`src/hw/rtl/dpx_addr.sv`:
```
// Column-major store address: column times height, plus row.
`timescale 1ns / 1ps

module dpx_addr #(
	parameter int MAX_DIMENSION = 4096,
	localparam int DIM_W  = $clog2(MAX_DIMENSION),
	localparam int ADDR_W = 2 * DIM_W
) (
	input  logic              clk,
	input  logic              load,
	input  logic [DIM_W-1:0]  column,
	input  logic [DIM_W:0]    height,
	input  logic [DIM_W-1:0]  row_s2,
	output logic [ADDR_W-1:0] address
);

	logic [2*DIM_W:0]  prod_full;
	logic [ADDR_W-1:0] prod_s2;

	// Multiply in stage one, wraps to the address width
	assign prod_full = column * height;

	always_ff @(posedge clk) begin
		if (load) begin
			prod_s2 <= prod_full[ADDR_W-1:0];
		end
	end

	// Add the row in stage two
	assign address = prod_s2 + ADDR_W'(row_s2);

endmodule

```
`config.mk`:
```
export PLATFORM = sky130hd
export DESIGN_NAME = dpx_addr
export DESIGN_NICKNAME = d
export VERILOG_FILES = /design/src/hw/rtl/dpx_addr.sv
export SDC_FILE = /design/constraint.sdc
export NUM_CORES = 1
export LEC_CHECK = 0
export BUFFER_PORTS_ARGS = -buffer_cell sky130_fd_sc_hd__buf_2
export CAP_MARGIN = 5
export CORE_MARGIN = 5
export CORE_UTILIZATION = 55
export DETAILED_ROUTE_END_ITERATION = 10
export PLACE_DENSITY = 0.76
export SETUP_SLACK_MARGIN = 0.1
export SYNTH_ARGS = -nofsm -noshare
export SYNTH_HDL_FRONTEND = slang
export SYNTH_SLANG_ARGS = --single-unit
```
`constraint.sdc`:
```
create_clock -name clk -period 13.9 [get_ports clk]
set_input_delay 2.78 -clock clk [delete_from_list [all_inputs] [get_ports clk]]
set_output_delay 2.78 -clock clk [all_outputs]
set_load 0.005 [all_outputs]
```
==> results.py <==
metrics = {
    "layout": {
        "area_growth_syn_to_layout_pct": 7.086,
        "top_regs": "prod_s2 x24",
        "fin_cells": 988,
        "drive_gt1_frac": 0.09024,
        "largest_register": "prod_s2",
        "antenna-diode-count": 0,
        "largest_reg_flops": 24,
        "fin_nets": 1042,
    },
    "synth": {
        "syn_area_per_cell_um2": 8.615,
        "synth_edf_count": 24,
        "synthTopCellsByArea": "fa_1, ha_1, edfxtp_1",
        "synth_top_area_share": 0.3248,
        "yosys.area.top_type": "fa_1",
        "yosysMostFrequentCell": "inv_1",
        "async_flop_share": 0,
        "syn-num-nets": 1008,
        "synth_cell_types": 53,
        "ys_top_cells_by_count": "inv_1, nand2_1, fa_1",
        "seq_area_frac_synth": 0.1063,
        "synth_seq_cells": 24,
        "synthCells": 787,
        "synth_warnings": 0,
        "synth_flop_cell": "edfxtp_1",
        "netlist_area_um2": 6780,
    },
    "timing": {
        "holdWs_ns": 2.983,
        "slew_viol_final": 0,
        "hold_viol": 0,
        "setup-tns-final_ns": 0,
        "fmax_mhz": 128.6,
        "layout_min_cycle_time_ns": 7.774,
        "worst_slew_pin_slew_ns": 0.7741,
        "relSlewSlack": 0.4829,
        "grt_setup_unrepaired": "no",
        "final.period_utilization": 0.5593,
        "finalSetupViolCount": 0,
    },
    "placed_design": {
        "place.gp.congestion": 0.8591,
        "dpl.cell_count": 984,
        "io_buffer_count": 62,
        "dpl.hpwl_um": 11880,
    },
    "flow_run": {
        "maxCapViolCount": 0,
    },
    "drt": {
        "avgViaCountPerCell": 5.263,
        "ant_nets": 0,
        "dr.pass1.iters": 4,
        "wl_um": 13910,
        "drc": 0,
        "vias": 5200,
        "wire_per_inst_um": 14.07,
        "drtIter0Drc": 189,
    },
    "global_route": {
        "met1_usage": 0.2789,
        "grt_max_degree": 25,
        "grt_pass1_wl_um": 24530,
        "grt-ovfl-total": 0,
        "grt_pass1_vias": 5314,
        "grt_usage": 0.2012,
        "grtUsageMet2": 0.3498,
        "grtUsageMet3": 0.01538,
        "antenna_found_initial": 0,
        "busiest_layer": "met2",
    },
    "worst_hold_path": {
        "hold_path_depth": 2,
        "hold_class": "primary input to flop",
        "min_to": "prod_s2[0]",
        "holdCritStartpoint": "height[0]",
    },
    "die": {
        "die_h_um": 121.0,
        "die_area_um2": 14650,
        "coreArea_um2": 12060,
        "die_x_um": 121.0,
        "io_pins": 63,
        "num_rows": 40,
        "initial_core_util": 0.5621,
    },
    "clock_network": {
        "cts_root_buf": "clkbuf_16",
        "hold_buffers": 0,
        "clock_sinks": 24,
        "ctsLongestPathBuffers": 2,
        "cts_tree": "built",
        "cts_resized": 0,
        "clk_pin_slew_ns": 0.06,
        "postCtsSetupBuffers": 0,
        "numCtsBuffers": 3,
        "htreeDepth": 1,
    },
    "critical_path": {
        "worst_setup_path_end_kind": "output port",
        "required_ns": 11.12,
        "worstSetupPathType": "primary input to output port",
        "critPathArrivalTime_ns": 4.99,
        "critPathMaxFanout": 11,
        "crit_path_start_kind": "primary input",
    },
    "power_and_ir_drop": {
        "p_per_area_nw_per_um2": 210.2,
        "p_leak_nw": 3.652,
        "power_mw": 1.526,
        "vdd_drop_max_mv": 0.1192,
    },
    "run_status": {
        "status": "finished clean",
    },
}
[per-stage QoR]
stage / setup WS [ns] / instance area [um2] / utilization
2_1_floorplan: 6.500 / 6780 / -
3_3_place_gp: 5.989 / 7156 / 0.5933
3_5_place_dp: 5.987 / 7156 / 0.5933
4_1_cts: 6.115 / 7261 / 0.6020
5_1_grt: 5.885 / 7261 / 0.6020
6_report: 6.126 / 7261 / 0.6020
[worst max path at each step]
stage                     startpoint          end  slack [ns]  depth (start not counted)
after detailed placement   column[3]  prod_s2[20]        5.99                         18
final                      row_s2[0]  address[22]        6.13                         11
after global routing       column[3]  prod_s2[20]        5.88                         18
after global placement     column[3]  prod_s2[20]        5.99                         18
after floorplan            column[3]  prod_s2[22]        6.50                         18
after CTS                  row_s2[0]  address[22]        6.11                         11
[logic make-up (layout without fill, tap and decap cells)]
kind of cell / after synthesis / in the layout / share of synthesized area
compound gates: 89 / 89 / 0.08802
xor+xnor: 36 / 36 / 0.04650
fa+ha+maj: 182 / 182 / 0.4576
buf+inv: 192 / 225 / 0.1094
flops: 24 / 24 / 0.1063
mux: 1 / 1 / 0.001476
simple gates: 263 / 263 / 0.1906
[where the power goes]
group / leakage [nW] / switching (mW) / internal, mW / total, mW
registers: 0.234 / 0.0271 / 0.170 / 0.197
logic: 3.37 / 0.703 / 0.547 / 1.25
clock network: 0.0511 / 0.0215 / 0.0571 / 0.0786
[metal layers]
layer	wire length, um	up-vias
li1	-	2540
met1	6166	2504
met2	6783	144
met3	794	12
met4	163	0
met5	0	-
[layout make-up]
cell class / instances / area, um2
fillers: 1095 / 4801
clock inverters: 1 / 30.03
repair buffers: 62 / 310.3
inverters: 159 / 596.8
well taps: 168 / 210.2
multi-input cells: 571 / 5318
flip-flops and latches: 24 / 720.7
clock buffers: 3 / 75.07
[worst max-delay path: stages]
cell and delay (ns):
buf_2 0.08, ha_1 0.18, inv_1 0.06, fa_1 0.41, nor2b_1 0.17, o211ai_1 0.13, a21o_2 0.25, a21oi_2 0.38
nor4_1 0.10, a311o_2 0.33, buf_2 0.13
[layout by cell type, fill, tap and decap left out, types with 2 or more instances in the layout]
cell type and instances:
inv_1 159, nand2_1 130, fa_1 110, ha_1 72, buf_2 62, and2_1 55, a21oi_1 28, xnor2_1 28
edfxtp_1 24, nor2_1 20, nand3_1 16, o21ai_0 11, a21o_1 8, xor2_1 8, nand4_1 7, a211oi_1 6
nor2b_1 6, o21a_1 6, o211ai_1 5, nand2b_1 4, o31ai_1 4, o21bai_1 4, or4b_1 4, nor3b_1 4
nand4b_1 3, a221oi_1 3, clkbuf_16 3, a21boi_0 2, and4_1 2, nor3_1 2, o2111ai_1 2, a2111oi_0 2
and3_1 2
(Power assumes the default switching activity.)
