File: src/hw/rtl/dpx_pkg.sv
// Shared types and constants for the dynamic palette indexer.
`timescale 1ns / 1ps

package dpx_pkg;

	localparam int CH_W      = 8;   // one color channel
	localparam int COLOR_W   = 24;  // packed {blue, green, red}
	localparam int IDX_OUT_W = 8;   // width of the palette_index port
	localparam int GRP_SIZE  = 16;  // palette entries per compare group
	localparam int GRP_SEL_W = 4;   // index within a group

	typedef logic [COLOR_W-1:0] color_t;

	// Palette write request, issued when a new color is stored
	typedef struct packed {
		logic   en;
		color_t color;
	} cam_wr_t;

	// Lookup outcome flags for one pixel
	typedef struct packed {
		logic is_new;
		logic overflow;
	} dec_t;

endpackage

File: src/hw/rtl/dpx_resolve.sv
// Final index selection: group priority, bypass of the last insert, full check.
`timescale 1ns / 1ps

module dpx_resolve #(
	parameter int PALETTE_ENTRIES = 256,
	localparam int IDX_W   = $clog2(PALETTE_ENTRIES),
	localparam int CNT_W   = $clog2(PALETTE_ENTRIES + 1),
	localparam int NUM_GRP = (PALETTE_ENTRIES + dpx_pkg::GRP_SIZE - 1) / dpx_pkg::GRP_SIZE
) (
	input  logic [NUM_GRP-1:0]    grp_hit,
	input  logic [NUM_GRP-1:0][dpx_pkg::GRP_SEL_W-1:0] grp_sel,
	input  logic [CNT_W-1:0]      count,
	input  dpx_pkg::color_t       color,
	input  logic                  fwd_vld,
	input  dpx_pkg::color_t       fwd_color,
	input  logic [IDX_W-1:0]      fwd_idx,
	output logic [IDX_W-1:0]      idx,
	output dpx_pkg::dec_t         dec
);

	localparam int GRP_IDX_W = (NUM_GRP > 1) ? $clog2(NUM_GRP) : 1;
	localparam int FULL_W    = GRP_IDX_W + dpx_pkg::GRP_SEL_W;

	logic              tab_hit;
	logic [FULL_W-1:0] tab_idx;
	logic              fwd_hit;
	logic              full;

	// Lowest matching group wins
	always_comb begin
		tab_hit = 1'b0;
		tab_idx = '0;
		for (int g = NUM_GRP - 1; g >= 0; g--) begin
			if (grp_hit[g]) begin
				tab_hit = 1'b1;
				tab_idx = {GRP_IDX_W'(g), grp_sel[g]};
			end
		end
	end

	// The color stored as this pixel entered stage two was not yet in the compare
	assign fwd_hit = fwd_vld && (fwd_color == color);
	assign full    = (count == CNT_W'(PALETTE_ENTRIES));

	always_comb begin
		if (fwd_hit) begin
			idx = fwd_idx;
		end else if (tab_hit) begin
			idx = tab_idx[IDX_W-1:0];
		end else if (full) begin
			idx = '0;
		end else begin
			idx = count[IDX_W-1:0];
		end
		dec.is_new   = !fwd_hit && !tab_hit && !full;
		dec.overflow = !fwd_hit && !tab_hit && full;
	end

endmodule

File: config.mk
export PLATFORM = sky130hd
export DESIGN_NAME = dpx_resolve
export DESIGN_NICKNAME = d
export VERILOG_FILES = /design/src/hw/rtl/dpx_pkg.sv /design/src/hw/rtl/dpx_resolve.sv
export SDC_FILE = /design/constraint.sdc
export NUM_CORES = 1
export LEC_CHECK = 0
export BUFFER_PORTS_ARGS = -buffer_cell sky130_fd_sc_hd__buf_2
export CORE_MARGIN = 1.5
export CORE_UTILIZATION = 38
export DETAILED_ROUTE_END_ITERATION = 10
export GPL_ROUTABILITY_DRIVEN = 0
export PLACE_DENSITY = 0.92
export REMOVE_ABC_BUFFERS = 1
export SLEW_MARGIN = 20
export SYNTH_ARGS = -nofsm -noshare
export SYNTH_HDL_FRONTEND = slang
export SYNTH_SLANG_ARGS = --single-unit
File: constraint.sdc
create_clock -name vclk -period 3.6
set_input_delay 0.36 -clock vclk [all_inputs]
set_output_delay 0.36 -clock vclk [all_outputs]
set_load 0.005 [all_outputs]
==> results by group, run 1 <==
Clock tree
  • Cts hold-fix bufs: 0
  • Post-CTS Setup Inserts: 0
  • Cts repair resizes: 0

Critical path
  • Crit-path max cell delay: between 600 and 700 ps
  • Most frequent cell on the critical path: buf_2
  • Critical Path End Type: primary output
  • Critical Path Stages: 8
  • CP endpoint: idx[3]
  • Critical Path RT: roughly 3200 ps
  • Critical path's top delay family: simple AND/OR/NAND/NOR gates
  • Worst setup SP type: input pin
  • Slowest cell on the critical path: nor4_4
  • Critical path fanouts, max: 11
  • Worst Path Arrival: ~2500 ps
  • Setup crit start: grp_hit[0]
  • Critical path class: in2out
  • Worst Path Buf+Inv: 2
  • Cell breakdown of the critical path: buf_2 -> or4_4 -> nor4_4 -> nor4_1 -> o2111ai_1 -> a31oi_1 -> o22a_1 -> buf_2

Logic synthesis
  • Mux contribution to synthesized area: 0.0164
  • Mapped Cells: ~180
  • Synth Area in Compound Gates: 0.376
  • Synth Area in Adders: 0
  • Synth Area in Simple Gates: 0.390
  • Synth Area in XOR/XNOR: 0.162
  • Cell taking the most area after synthesis: xnor2_1
  • Most frequent cells after synthesis: nor2_1 (13), xnor2_1 (13), nand2b_1 (12), xor2_1 (11), a221oi_1 (9)
  • Synth Warn #: 0
  • Synth area leaders: xnor2_1 (8.8%), xor2_1 (7.4%), a221oi_1 (6.1%)
  • Largest family of logic cells by synthesized area: simple AND/OR/NAND/NOR gates
  • Yosys top cell area share: 0.0880
  • Cell area after synthesis: between 1000 and 1500 um2
  • Post-synth cell types: 49
  • Seq/Total Area, Yosys: 0
  • Syn_area_per_cell: ~7.3 um2

Cells and area
  • Finished Cell Area: between 2000 and 2500 um2
  • Multi-input gate area: roughly 1200 um2
  • Register area: 0 um2
  • Post-route insts no fill: around 370
  • Fillcell total: between 300 and 400
  • Share of layout cells above drive strength 1: 0.525
  • Nets: 474
  • Syn-to-layout area delta: 60.4%
  • Seq_cells: 0
  • Antenna fix cells: 0
  • Clkbuf count: 0

Detailed routing
  • Drt pass-1 iters: 5
  • Residual DRC: 0
  • Routed WL per cell: 14.2 um
  • DRT iter0 DRCs: between 200 and 250
  • Vias per inst: between 5 and 6
  • Vias: 2,066
  • Routed wire length: ~5300 um
  • Post-route ant nets: 0

Placed design
  • Placed Cells: between 300 and 400
  • Post-DP HPWL: roughly 4600 um
  • PortBufs: approximately 160
  • Placed inst area: 2080 um2

Power
  • LEAKAGE: roughly 1.0 nW
  • Total power: between 0.2 and 0.25 mW
  • PD cells: ~100 nW/um2
  • Maximum vdd ir drop: about 45 uV

Timing
  • Final Hold Viols: 0
  • Fin. max-slew vios: 0
  • Worst hold slack: slightly above 1000 ps
  • Tmin final: approximately 2900 ps
  • Total negative slack: 0 ps
  • Period utilisation layout: 0.793
  • Max Clock Freq: about 0.35 GHz
  • Final Setup Violations: 0
  • RSZ-0062 raised after global routing: no
  • Worst rel slew slack: 0.554
  • Worst Tran Pin Value: around 660 ps

Floorplanning
  • Core box area: 3310 um2
  • DIE AREA: between 3000 and 4000 um2
  • Die W: ~61 um
  • # rows: 21
  • Initial Util: 0.391
  • # IOs: around 160
  • Die Ht: roughly 61 um

Run
  • # Max-Cap Violations: 0

Global route
  • First-pass GRT wire length: roughly 7400 um
  • Largest net degree at the start of global routing: 17
  • Initial antenna violation count: 0
  • GRT Total Usage: 0.254
  • Vias in the first global route: between 1,500 and 2,000
  • Global route overflow: 0

Min path
  • Worst Hold Class: in2out
  • Worst hold path cell count: 4

Outcome
  • Status: finished clean
==> cells by family (layout without fill, tap and decap cells) <==
logic type / after synthesis / count (layout)
AOI/OAI and AO/OA: 60 / 60
xor gates and xnor gates: 24 / 24
buffers and inverters: 11 / 160
muxes: 2 / 2
and+or+nand+nor: 80 / 80
==> worst min-delay path, delay by kind of cell <==
kind	cells	cell delay (ps)
compound gates	1	60
buf+inv	2	190
mux	1	50
==> through the flow <==
stage / setup WS [ps] / util
final: 744 / 0.627
after detailed placement: 761 / 0.627
after CTS: 759 / 0.627
after global routing: 550 / 0.627
after global placement: 819 / 0.627
after floorplan: 1260 / -
==> worst min path at each step <==
stage / startpoint / to / slack (ps)
3_3_place_gp: fwd_idx[5] / idx[5] / 1010
3_5_place_dp: fwd_idx[7] / idx[7] / 1010
4_1_cts: fwd_idx[7] / idx[7] / 1010
5_1_grt: fwd_idx[7] / idx[7] / 1030
2_1_floorplan: count[8] / dec[0] / 830
6_report: fwd_idx[2] / idx[2] / 1020
==> metal layers <==
layer / track usage / vias up / wire, um
li1: - / 1018 / -
met1: 0.346 / 918 / 2200
met2: 0.439 / 118 / 2540
met3: 0.0210 / 12 / 466
met4: 0.0547 / 0 / 99
met5: 0 / - / 0
==> final cells by class <==
cell class | instances | share of cell area
Timing Repair Buffer | 156 | 0.376
Tap cell | 46 | 0.0277
Multi-Input combinational cell | 166 | 0.589
Inverter | 4 | 0.00723
==> power by group <==
group	internal [mW]	switching (mW)	leakage (nW)	total, mW
combinational	0.112	0.100	1.01	0.212
clock	0	0	0	0
sequential	0	0	0	0
==> cell usage in the layout, fill, tap and decap left out, types with 2 or more instances in the layout <==
cell / instances
buf_2: 156
nor2_1: 13
xnor2_1: 13
nand2b_1: 12
xor2_1: 11
a221oi_1: 9
nand2_1: 8
o21ai_0: 7
nor4_1: 6
nor3_1: 6
o2111ai_1: 6
a22oi_1: 6
nand3_1: 6
nand4_1: 5
nor2b_1: 5
a31oi_1: 4
inv_1: 4
o221ai_1: 4
or4_1: 3
or4_4: 3
a21oi_1: 3
a221o_1: 3
o22a_1: 3
o21bai_1: 2
or2_2: 2
o21a_1: 2
a211o_1: 2
or3b_2: 2
(Power assumes the default switching activity.)
==> inputs of run 2 (changes only) <==
CORE_UTILIZATION = 35   (was 38)
PLACE_DENSITY = 0.86   (was 0.92)
clock period = 2.85 ns   (was 3.6 ns; I/O delays follow)
==> results by group, run 2 (synthesis gave the netlist of run 1 again) <==
Power
  • Total power: 0.263 mW (+24%)
  • LEAKAGE: 1.02 nW (+1.1%)
  • PD cells: 126 nW/um2 (+23%)
  • Maximum vdd ir drop: 68.1 uV (+50%)

Detailed routing
  • Residual DRC: 0 (unchanged)
  • Vias: 1,986 (-3.9%)
  • Routed WL per cell: 13.5 um (-5.5%)
  • Vias per inst: 5.31 (-4.4%)
  • Drt pass-1 iters: 4 (-1)
  • Post-route ant nets: 0 (unchanged)
  • DRT iter0 DRCs: 111 (-46%)
  • Routed wire length: 5030 um (-5.0%)

Floorplanning
  • # IOs: 156 (unchanged)
  • Core box area: 3440 um2 (+4.0%)
  • DIE AREA: 4070 um2 (+8.1%)
  • Die Ht: 63.8 um (+4.0%)
  • Initial Util: 0.376 (-0.0149)
  • # rows: 21 (unchanged)
  • Die W: 63.8 um (+4.0%)

Critical path
  • Critical Path End Type: primary output
  • Setup crit start: color[11]
  • Critical path class: in2out
  • Critical Path RT: 2570 ps (-670 ps)
  • Critical path fanouts, max: 16 (+5)
  • Worst Path Arrival: 2210 ps (-290 ps)
  • Worst setup SP type: input pin

Min path
  • Hold path startpoint: fwd_idx[5]
  • WHS Endpoint: idx[5]
  • Worst Hold Class: in2out
  • Worst hold path cell count: 3 (-1)

Outcome
  • Status: finished clean

Global route
  • Largest net degree at the start of global routing: 17 (unchanged)
  • Vias in the first global route: 1,886 (+6.7%)
  • Initial antenna violation count: 0 (unchanged)
  • GRT Total Usage: 0.230 (-0.0243)
  • Global route overflow: 0 (unchanged)
  • First-pass GRT wire length: 7840 um (+5.3%)

Run
  • # Max-Cap Violations: 0 (unchanged)

Cells and area
  • Register area: 0 um2 (unchanged)
  • Share of layout cells above drive strength 1: 0.527 (+0.00290)
  • Clkbuf count: 0 (unchanged)
  • Nets: 476 (+0.42%)
  • Commonest non-fill, non-tap cell in the layout: buf_2
  • Antenna fix cells: 0 (unchanged)
  • Seq_cells: 0 (unchanged)
  • Syn-to-layout area delta: 61.6%
  • Most frequent cells in the layout: buf_2 (156), nor2_1 (13), xnor2_1 (13), nand2b_1 (12), xor2_1 (11)

Placed design
  • PortBufs: 156 (unchanged)
  • Post-DP HPWL: 4520 um (-2.5%)

Clock tree
  • Cts repair resizes: 0 (unchanged)
  • Cts hold-fix bufs: 0 (unchanged)
  • Post-CTS Setup Inserts: 0 (unchanged)

Timing
  • RSZ-0062 raised after global routing: no
  • Worst Tran Pin Value: 546 ps (-118 ps)
  • Final Hold Viols: 0 (unchanged)
  • Period utilisation layout: 0.874
  • Total negative slack: 0 ps (unchanged)
  • Final Setup Violations: 0 (unchanged)
  • Fin. max-slew vios: 0 (unchanged)
  • Worst rel slew slack: 0.633 (+0.0789)
  • Tmin final: approximately 2500 ps
  • Max Clock Freq: between 0.4 and 0.5 GHz
-- run 2: changes by cell type in the layout (fill, tap and decap cells not counted) --
| cell | before | now |
|---|---|---|
| buf_4 | 0 | 2 |
-- run 2: worst max-delay path by stage --
| stage | slack (ps) | endpoint | cells past startpoint |
|---|---|---|---|
| after global placement | 410 | idx[7] | 8 |
| after global routing | 260 | idx[7] | 8 |
| final | 360 | idx[7] | 8 |
| after CTS | 360 | idx[7] | 8 |
| after floorplan | 660 | idx[0] | 6 |
| after detailed placement | 360 | idx[7] | 8 |
-- run 2: final cells by class --
cell class	instances	area [um2]
fill	336	1350
inverter	4	15.0
multi-input combinational	166	1220
tap	46	57.6
timing repair buffer	158	796
-- run 2: worst max-delay path, cell delays in order --
cell      delay, ps
buf_2           110
xor2_1          160
or4_1           520
and4bb_1        320
nand4_4         260
nor4b_1         260
a31o_1          180
buf_2           120
-- run 2: layer usage --
layer / track usage / wire length [um]
met1: 0.296 / 2110
met2: 0.434 / 2550
met3: 0.0141 / 347
met4: 0.0163 / 21
met5: 0 / 0
-- run 2: where the power goes --
group / internal (mW) / total [mW] / switching (mW)
Combinational: 0.141 / 0.263 / 0.122
Clock: 0 / 0 / 0
Sequential: 0 / 0 / 0
Total: 0.141 / 0.263 / 0.122
-- run 2: stage by stage --
step / setup WS [ps] / hold WS, ps / std cells / instance area (um2) / util
2_1_floorplan: 661 / 678 / 170 / 1240 / -
3_3_place_gp: 406 / 857 / 374 / 2090 / 0.607
3_5_place_dp: 364 / 850 / 374 / 2090 / 0.607
4_1_cts: 359 / 852 / 374 / 2090 / 0.607
5_1_grt: 260 / 859 / 374 / 2090 / 0.607
6_report: 358 / 851 / 374 / 2090 / 0.607
